[src/sv/rbfm_pkg.sv]
// ----------------------------------------------------------------------------
// rbfm_pkg
// Shared constants, codes and helper functions of the run-length FM-index
// rank block.
// ----------------------------------------------------------------------------
`timescale 1ns / 1ps

package rbfm_pkg;

  localparam int STORE_DEPTH_DEF  = 65536;
  localparam int SAMPLE_DEPTH_DEF = 4096;
  localparam int SYMBOL_COUNT_DEF = 6;
  localparam int SYMBOL_BITS_DEF  = 3;

  localparam int CNT_W   = 40;  // counts and range ends
  localparam int POS_W   = 43;  // scan position and offset total
  localparam int P_W     = 41;  // unmasked position sum used by the bin flush
  localparam int SHIFT_W = 6;
  localparam int BYTE_W  = 8;
  localparam int QSYM_W  = 3;
  localparam int PWR_W   = 5;

  localparam logic [PWR_W-1:0] PWR_MIN   = 5'd4;
  localparam logic [PWR_W-1:0] PWR_MAX   = 5'd16;
  localparam logic [PWR_W-1:0] PWR_RESET = 5'd8;

  localparam int CFG_BIN_POWER = 0;

  typedef enum logic [1:0] {
    CMD_APPEND = 2'd0,
    CMD_FINISH = 2'd1,
    CMD_QUERY  = 2'd2,
    CMD_NONE   = 2'd3
  } cmd_t;

  typedef enum logic [1:0] {
    STAT_OK        = 2'd0,
    STAT_FULL      = 2'd1,
    STAT_NOT_READY = 2'd2
  } status_t;

  typedef struct packed {
    logic init;
    logic step;
  } scan_ctl_t;

  function automatic logic [PWR_W-1:0] eff_power(input logic [PWR_W-1:0] bp);
    if (bp < PWR_MIN) return PWR_MIN;
    if (bp > PWR_MAX) return PWR_MAX;
    return bp;
  endfunction

  // Symbol code of a byte; codes past the alphabet fold onto the last symbol.
  function automatic logic [3:0] sym_of(input logic [BYTE_W-1:0] code,
                                        input int sb, input int sc);
    logic [BYTE_W-1:0] s;
    s = code & BYTE_W'((1 << sb) - 1);
    if (int'(s) >= sc) s = BYTE_W'(sc - 1);
    return s[3:0];
  endfunction

  function automatic logic [CNT_W-1:0] digit_val(input logic [BYTE_W-1:0] b,
                                                 input logic [SHIFT_W-1:0] sh,
                                                 input int sb);
    logic [CNT_W-1:0] d;
    d = CNT_W'(b >> sb);
    return (sh < SHIFT_W'(CNT_W)) ? (d << sh) : '0;
  endfunction

  function automatic logic [SHIFT_W-1:0] next_shift(input logic [SHIFT_W-1:0] sh,
                                                    input int db);
    logic [SHIFT_W:0] t;
    t = (SHIFT_W+1)'(sh) + (SHIFT_W+1)'(db);
    return (t > (SHIFT_W+1)'(CNT_W)) ? SHIFT_W'(CNT_W) : t[SHIFT_W-1:0];
  endfunction

endpackage

[src/sv/rbfm_scan.sv]
// ----------------------------------------------------------------------------
// rbfm_scan
// Run scanner: walks coded bytes from a sampled bin, one byte per step,
// tracking position, current run length and the rank of the query symbol.
// ----------------------------------------------------------------------------
`timescale 1ns / 1ps

module rbfm_scan #(
  parameter int STORE_DEPTH  = rbfm_pkg::STORE_DEPTH_DEF,
  parameter int SYMBOL_COUNT = rbfm_pkg::SYMBOL_COUNT_DEF,
  parameter int SYMBOL_BITS  = rbfm_pkg::SYMBOL_BITS_DEF
) (
  input  logic                               clk,
  input  logic                               rst_n,
  input  rbfm_pkg::scan_ctl_t                ctl,
  input  logic [rbfm_pkg::POS_W-1:0]         init_pos,
  input  logic [$clog2(STORE_DEPTH):0]       init_idx,
  input  logic [rbfm_pkg::CNT_W-1:0]         init_acc,
  input  logic [$clog2(SYMBOL_COUNT)-1:0]    sym,
  input  logic [rbfm_pkg::BYTE_W-1:0]        rd_byte,
  output logic [rbfm_pkg::POS_W-1:0]         pos,
  output logic [rbfm_pkg::CNT_W-1:0]         cnt,
  output logic [$clog2(STORE_DEPTH):0]       idx,
  output logic [rbfm_pkg::CNT_W-1:0]         acc,
  output logic                               hit
);

  localparam int BC_W = $clog2(STORE_DEPTH) + 1;
  localparam int SI_W = $clog2(SYMBOL_COUNT);
  localparam int DB   = rbfm_pkg::BYTE_W - SYMBOL_BITS;

  logic [rbfm_pkg::POS_W-1:0]   pos_r, pos_nxt;
  logic [rbfm_pkg::CNT_W-1:0]   cnt_r, cnt_nxt;
  logic [BC_W-1:0]              idx_r, idx_nxt;
  logic [rbfm_pkg::CNT_W-1:0]   acc_r, acc_nxt;
  logic [SI_W-1:0]              prev_r, prev_nxt;
  logic [rbfm_pkg::SHIFT_W-1:0] shift_r, shift_nxt;
  logic                         have_r, have_nxt;
  logic [3:0]                   c4;
  logic [SI_W-1:0]              c;

  assign c4 = rbfm_pkg::sym_of(rd_byte, SYMBOL_BITS, SYMBOL_COUNT);
  assign c  = c4[SI_W-1:0];

  always_comb begin
    pos_nxt   = pos_r;
    cnt_nxt   = cnt_r;
    idx_nxt   = idx_r;
    acc_nxt   = acc_r;
    prev_nxt  = prev_r;
    shift_nxt = shift_r;
    have_nxt  = have_r;
    if (ctl.init) begin
      pos_nxt   = init_pos;
      cnt_nxt   = '0;
      idx_nxt   = init_idx;
      acc_nxt   = init_acc;
      prev_nxt  = '0;
      shift_nxt = '0;
      have_nxt  = 1'b0;
    end else if (ctl.step) begin
      if (have_r && c == prev_r) begin
        // Another digit of the same run.
        cnt_nxt   = cnt_r + rbfm_pkg::digit_val(rd_byte, shift_r, SYMBOL_BITS);
        shift_nxt = rbfm_pkg::next_shift(shift_r, DB);
      end else begin
        if (have_r && prev_r == sym) acc_nxt = acc_r + cnt_r;
        pos_nxt   = pos_r + rbfm_pkg::POS_W'(cnt_r);
        cnt_nxt   = rbfm_pkg::digit_val(rd_byte, '0, SYMBOL_BITS);
        prev_nxt  = c;
        have_nxt  = 1'b1;
        shift_nxt = rbfm_pkg::SHIFT_W'(DB);
      end
      idx_nxt = idx_r + 1'b1;
    end
  end

  always_ff @(posedge clk) begin
    if (!rst_n) begin
      have_r <= 1'b0;
    end else begin
      have_r <= have_nxt;
    end
  end

  always_ff @(posedge clk) begin
    pos_r   <= pos_nxt;
    cnt_r   <= cnt_nxt;
    idx_r   <= idx_nxt;
    acc_r   <= acc_nxt;
    prev_r  <= prev_nxt;
    shift_r <= shift_nxt;
  end

  assign pos = pos_r;
  assign cnt = cnt_r;
  assign idx = idx_r;
  assign acc = acc_r;
  assign hit = have_r && (prev_r == sym);

endmodule

[config.mk]
export PLATFORM = sky130hd
export DESIGN_NAME = rbfm_scan
export DESIGN_NICKNAME = d
export VERILOG_FILES = /design/src/sv/rbfm_pkg.sv /design/src/sv/rbfm_scan.sv
export SDC_FILE = /design/constraint.sdc
export NUM_CORES = 1
export LEC_CHECK = 0
export BUFFER_PORTS_ARGS = -buffer_cell sky130_fd_sc_hd__clkbuf_2
export CORE_MARGIN = 5
export CORE_UTILIZATION = 30
export DETAILED_ROUTE_END_ITERATION = 10
export REMOVE_ABC_BUFFERS = 1
export SYNTH_ARGS = -nofsm -noshare
export SYNTH_HDL_FRONTEND = slang
export SYNTH_SLANG_ARGS = --single-unit
[constraint.sdc]
create_clock -name clk -period 6.2 [get_ports clk]
set_input_delay 0.31 -clock clk [delete_from_list [all_inputs] [get_ports clk]]
set_output_delay 0.31 -clock clk [all_outputs]
set_load 0.05 [all_outputs]
== Word level (Yosys, flattened, before mapping) ==
Cells that the tools add are included.

* Register bits after elaboration: 150
* Word-level logic and storage cells: 43

* Shift-type cells: 1
* Reductions and logical operators: 8
* Order comparisons: 3
* Bitwise gates (word level): 2
* Eq/ne operators: 3
* Multiplexer cells: 14
* Add/subtract/negate cells: 5

{| class="wikitable"
|+ Operators with widths
! cell !! number
|-
| $mux 40 || 6
|-
| $mux 43 || 3
|-
| $add 40x40->40 || 2
|-
| $add 43x40->43 || 1
|-
| $shl 5x6->40 || 1
|-
| $mux 17 || 2
|-
| $add 17x1->17 const B || 1
|-
| $mux 6 || 2
|-
| $add 6x3->7 const B || 1
|-
| $gt 7x6->1 const B || 1
|-
| $eq 3x3->1 || 2
|-
| $lt 6x6->1 const B || 1
|-
| $reduce_and 2->1 || 2
|-
| $reduce_bool 2->1 || 2
|-
| $ge 3x3->1 const B || 1
|-
| $mux 3 || 1
|-
| $reduce_and 3->1 || 1
|-
| $logic_and 1x1->1 || 2
|-
| $ne 2x2->1 const B || 1
|-
| $not 1->1 || 2
|-
| $reduce_or 2->1 || 1
|}

== Depth between registers and ports, before layout ==
* Depth in word-level cells: 7
* Depth in mapped cells: 18
* Gate-level depth less buffers: 16

== Worst setup path after synthesis ==
Ideal clock, no wire load.

* Kind: reg2reg
* Start point: register shift_r[1] in the netlist's numbering
* End point: register cnt_r, in the netlist cnt[36]
* Arrival: 3.494 ns
* Cell stages (with the launch flop): 18
* Path buffers: 2
* Required time: 6.138 ns
* Setup time: 0.062 ns
* Period minus slack after synthesis: 3.555 ns
* Path slack: 2.645 ns
* Cells stage by stage: dfxtp_1 clkbuf_1 clkbuf_1 and3_1 a21oi_1 nand2b_1 mux2_2 nor3_1 ha_1 a21oi_1 o21ai_0 or2_0 o21a_1 a41o_1 a21oi_2 o21ai_1 or3_1 nand3_1

* Cells in the longest elaborated chain, start to end: 4
* Elaborated cells on any way between the ends: 5
* Classes of those cells: add/sub: 1; order compare: 1; shift: 1; mux: 2

{| class="wikitable"
|+ Ends and longest elaborated chain
! what !! line !! RTL
|-
| start: declaration || rbfm_scan.sv:37 || <nowiki>logic [rbfm_pkg::SHIFT_W-1:0] shift_r, shift_nxt;</nowiki>
|-
| start signal: assignment || rbfm_scan.sv:92 || <nowiki>shift_r <= shift_nxt;</nowiki>
|-
| $lt 6x6->1 / $shl 5x6->40 (equally long branches) || rbfm_pkg.sv:67 || <nowiki>return (sh < SHIFT_W'(CNT_W)) ? (d << sh) : '0;</nowiki>
|-
| $mux 40 * || rbfm_pkg.sv:67 ||
|-
| $add 40x40->40 * || rbfm_scan.sv:64 || <nowiki>cnt_nxt = cnt_r + rbfm_pkg::digit_val(rd_byte, shift_r, SYMBOL_BITS);</nowiki>
|-
| $mux 40 * || rbfm_scan.sv:62 || <nowiki>if (have_r && c == prev_r) begin</nowiki>
|-
| end signal: assignment || rbfm_scan.sv:88 || <nowiki>cnt_r <= cnt_nxt;</nowiki>
|-
| end: declaration || rbfm_scan.sv:33 || <nowiki>logic [rbfm_pkg::CNT_W-1:0] cnt_r, cnt_nxt;</nowiki>
|}

Every way passes the cells marked *; elsewhere a longest branch is shown, timed or not.
A chain may end at the register's enable or synchronous reset.

== Worst setup path in the final report ==
* Start point: register shift_r[1] in the netlist's numbering
* End point: register cnt_r, in the netlist cnt[35]

The elaborated chain is that of the path after synthesis.

==> results.yml <==
synthesis:
  synth_edf_count: 100
  synth_async_sr_flop_share: 0
  synth-simple-area-share: 0.181
  post_synth_mux_area_share: 0.0132
  avg_cell_area_syn_um2: 8.28
  synth.ff_latch_count: 150
  post_synth_instance_area_mm2: 0.0132
  synth_compound_area_frac: 0.270
  synth_area_in_adders: 0.118
  dominant_combinational_cell_family_by_area_after_synthesis: "compound AO/OA/AOI/OAI gates"
  sequential_to_total_area_share_from_yosys_stat: 0.303
  yosys_most_used_dff: "sky130_fd_sc_hd__edfxtp_1"
  yosys_warnings: 0
  synthesis.instances: 1595
  number_of_unique_standard_cell_types_used_by_synthesis: 86
  synthXorXnorAreaFrac: 0.0809
sta:
  max_slew.worst_pin.slew_ns: 1.14
  fin_crit_sh: 0.706
  finalSetupViolations: 0
  maxSlewViolCount: 0
  clock.fmax_mhz: 228
  final_critical_path_setup_slack_ns: 1.82
  fin_crit_ns: 4.38
  finalSetupTns_ns: 0
  final.setup_skew_ns: 0.00958
  timing_hold_violations_final: 0
  maxSlewHeadroom: 0.241
  rsz_0062_raised_after_global_routing: "no"
floorplan:
  design.core.area_mm2: 0.0434
  start_util: 0.305
  chipHeight_um: 220
  io-pin-count: 256
  fp.dieW_um: 220
  floorplan.rows: 76
  die-area_mm2: 0.0483
grt:
  grt_first_pass_wirelength_um: 69000
  grt_pass1_vias: 12240
  initial_antenna_violation_count: 1
  track_usage: 0.183
  grt_overflow: 0
  grt_start_max_net_pins: 124
finish:
  layout-drive-gt1-share: 0.186
  diodes: 0
  num-fill-cells: 4626
  syn2layout_area_growth_pct: 18.0
  final_net_count: 2043
  utilization: 0.359
worst_setup_path:
  reg2regPathDepth: 16
  crit_path_start_kind: "flip-flop"
  timing.critical_path.to_type: "flip-flop"
  setup.worst_path.class: "flip-flop to flip-flop"
  reg2reg_slack_ns: 1.82
  critical_path_peak_fanout: 15
  critical_path.reg2reg.startpoint: "shift_r[1]"
  required_ns: 6.51
  critical_path_arrival_ns: 4.69
  r2r_end: "cnt[35]"
place:
  dpl_worst_slack_ns: 1.86
  gp_congestion: 0.926
  io_buffers: 255
  place.detailed.hpwl_um: 36100
detailed_routing:
  detail-route-antenna-nets: 0
  routed_length_per_instance_um: 18.8
  number_of_drc_violations_after_detailed_routing_iteration_0: 811
  totalWireLength_um: 45300
  drc: 0
  first_pass_iters: 5
  detail_route.vias_per_cell: 5.31
  dr_total_vias: 12748
clock_network:
  clockBufferDepth: 2
  htreeDepth: 4
  cts_num_sinks: 150
  clk_transition_reported_paths_ns: 0.07
  clk_root_buffer_cell: "sky130_fd_sc_hd__clkbuf_16"
  clk_latency_ns: 0.46
  cts-buffers-inserted: 17
  number_of_hold_buffers_added_after_cts: 0
  number_of_gates_given_a_new_drive_strength_after_cts: 0
  post_cts_buffers: 0
  cts_tree: "yes"
pwr:
  power.leakage_nw: 7.08
  powerDensity_mw_per_mm2: 198
  max-vdd-ir-drop_uv: 131
worst_hold_path:
  min_to: "have_r"
  hold-path-cell-count: 2
  min_from: "rst_n"
  worst_hold_path_type: "primary input to flip-flop"
status:
  outcome: "finished, final reports clean"
flow_run:
  maxCapViolCount: 0
per-stage QoR:
stage | hold WS (ns) | power [W] | area (µm²) | cells
3_5_place_dp | 0.508 | 0.00203 | 15000 | 2371
5_1_grt | 0.0597 | 0.00324 | 15600 | 2403
6_report | 0.0756 | 0.00308 | 15600 | 2403
2_1_floorplan | 0.382 | 0.00179 | 12900 | 1525
4_1_cts | 0.0378 | 0.00313 | 15600 | 2403
3_3_place_gp | 0.497 | 0.00201 | 15000 | 2371
flip-flops by register name, indices dropped and copies added, names as in the netlist:
name     flops
prev_r       3
idx         17
have_r       1
shift_r      6
acc         40
cnt         40
pos         43
power by group:
part / internal, W / total [W] / leakage (nW) / switching (W)
Combinational: 0.000229 / 0.000769 / 5.36 / 0.000541
Clock: 0.000622 / 0.00108 / 0.301 / 0.000457
Sequential: 0.00116 / 0.00123 / 1.43 / 0.0000701
Total: 0.00201 / 0.00308 / 7.08 / 0.00107
worst max-delay path by stage:
stage	from	end
floorplan	shift_r[1]	cnt[32]
global route	shift_r[1]	cnt[35]
CTS	shift_r[1]	cnt[35]
finish	shift_r[1]	cnt[35]
global placement	shift_r[1]	cnt[35]
detailed placement	shift_r[1]	cnt[35]
logic make-up after synthesis:
kind of cell               after synthesis
xor gates and xnor gates               122
and+or+nand+nor                        516
muxes                                   16
adders and majority gates              123
buffers and inverters                  106
DFF                                    150
AOI/OAI and AO/OA                      562
cells in the final DEF (no fill, tap or decap), drive strengths merged, types with 18 or more instances in the layout:
master  instances
clkbuf        276
nand2         204
o21ai         184
a21oi         135
ha            120
nor2          120
edfxtp        100
a21o           75
xnor2          62
xor2           60
dfxtp          50
nand3          42
inv            38
nand2b         25
nor3           25
nand4          24
a211oi         21
and3           19
o21bai         18
Yosys cell counts, types with 8 or more instances:
library cell	instances	area [µm²]
sky130_fd_sc_hd__nand2b_1	25	156
sky130_fd_sc_hd__o22ai_1	8	50.1
sky130_fd_sc_hd__a21o_1	74	556
sky130_fd_sc_hd__clkbuf_1	52	195
sky130_fd_sc_hd__and3_1	17	106
sky130_fd_sc_hd__nor3_1	24	120
sky130_fd_sc_hd__o21ai_0	172	861
sky130_fd_sc_hd__a211oi_1	19	143
sky130_fd_sc_hd__and2_1	9	56.3
sky130_fd_sc_hd__a31oi_1	15	93.8
sky130_fd_sc_hd__nand4_1	24	150
sky130_fd_sc_hd__xor2_1	60	526
sky130_fd_sc_hd__ha_1	120	1500
sky130_fd_sc_hd__o211ai_1	11	82.6
sky130_fd_sc_hd__nand2_1	204	766
sky130_fd_sc_hd__nand3_1	41	205
sky130_fd_sc_hd__inv_1	36	135
sky130_fd_sc_hd__a21oi_1	134	671
sky130_fd_sc_hd__o21a_1	15	113
sky130_fd_sc_hd__nor2b_1	10	62.6
sky130_fd_sc_hd__xnor2_1	62	543
sky130_fd_sc_hd__dfxtp_1	50	1000
sky130_fd_sc_hd__mux2i_1	8	80.1
sky130_fd_sc_hd__edfxtp_1	100	3000
sky130_fd_sc_hd__o21bai_1	18	135
sky130_fd_sc_hd__o21ai_1	11	55.1
sky130_fd_sc_hd__nor2_1	120	450
layout make-up:
type                    instances  area (µm²)  area share
multi-input cells            1339        8780       0.563
clock buffers                  22         507      0.0325
clock inverters                10        91.3     0.00586
repair buffers                261        1340      0.0860
well taps                     585         732      0.0470
flip-flops and latches        150        4000       0.257
inverters                      36         135     0.00867
metal layers:
| layer | vias up | wire, µm | global-route usage | share of wire |
|---|---|---|---|---|
| met4 | 0 | 904 | 0.0495 | 0.020 |
| met3 | 46 | 2450 | 0.0335 | 0.054 |
| met1 | 6000 | 20500 | 0.241 | 0.45 |
| li1 | 6328 | - | - | - |
| met2 | 374 | 21400 | 0.308 | 0.47 |
| met5 | - | 0 | 0 | 0 |
worst max-delay path, cell delays in order, from the launching register on:
cell	delay (ns)
sky130_fd_sc_hd__dfxtp_1	0.63
sky130_fd_sc_hd__mux2_2	0.40
sky130_fd_sc_hd__nor2_1	0.08
sky130_fd_sc_hd__a21oi_1	0.06
sky130_fd_sc_hd__nor2b_1	0.16
sky130_fd_sc_hd__a31oi_1	0.51
sky130_fd_sc_hd__nor2_1	0.11
sky130_fd_sc_hd__ha_1	0.34
sky130_fd_sc_hd__inv_1	0.08
sky130_fd_sc_hd__nor3_1	0.29
sky130_fd_sc_hd__o2111ai_1	0.18
sky130_fd_sc_hd__o21a_1	0.25
sky130_fd_sc_hd__a21oi_1	0.43
sky130_fd_sc_hd__a21oi_1	0.22
sky130_fd_sc_hd__o21ai_0	0.27
sky130_fd_sc_hd__xnor2_1	0.14
sky130_fd_sc_hd__o21ai_0	0.08
Power figures use the tool's default switching activity.
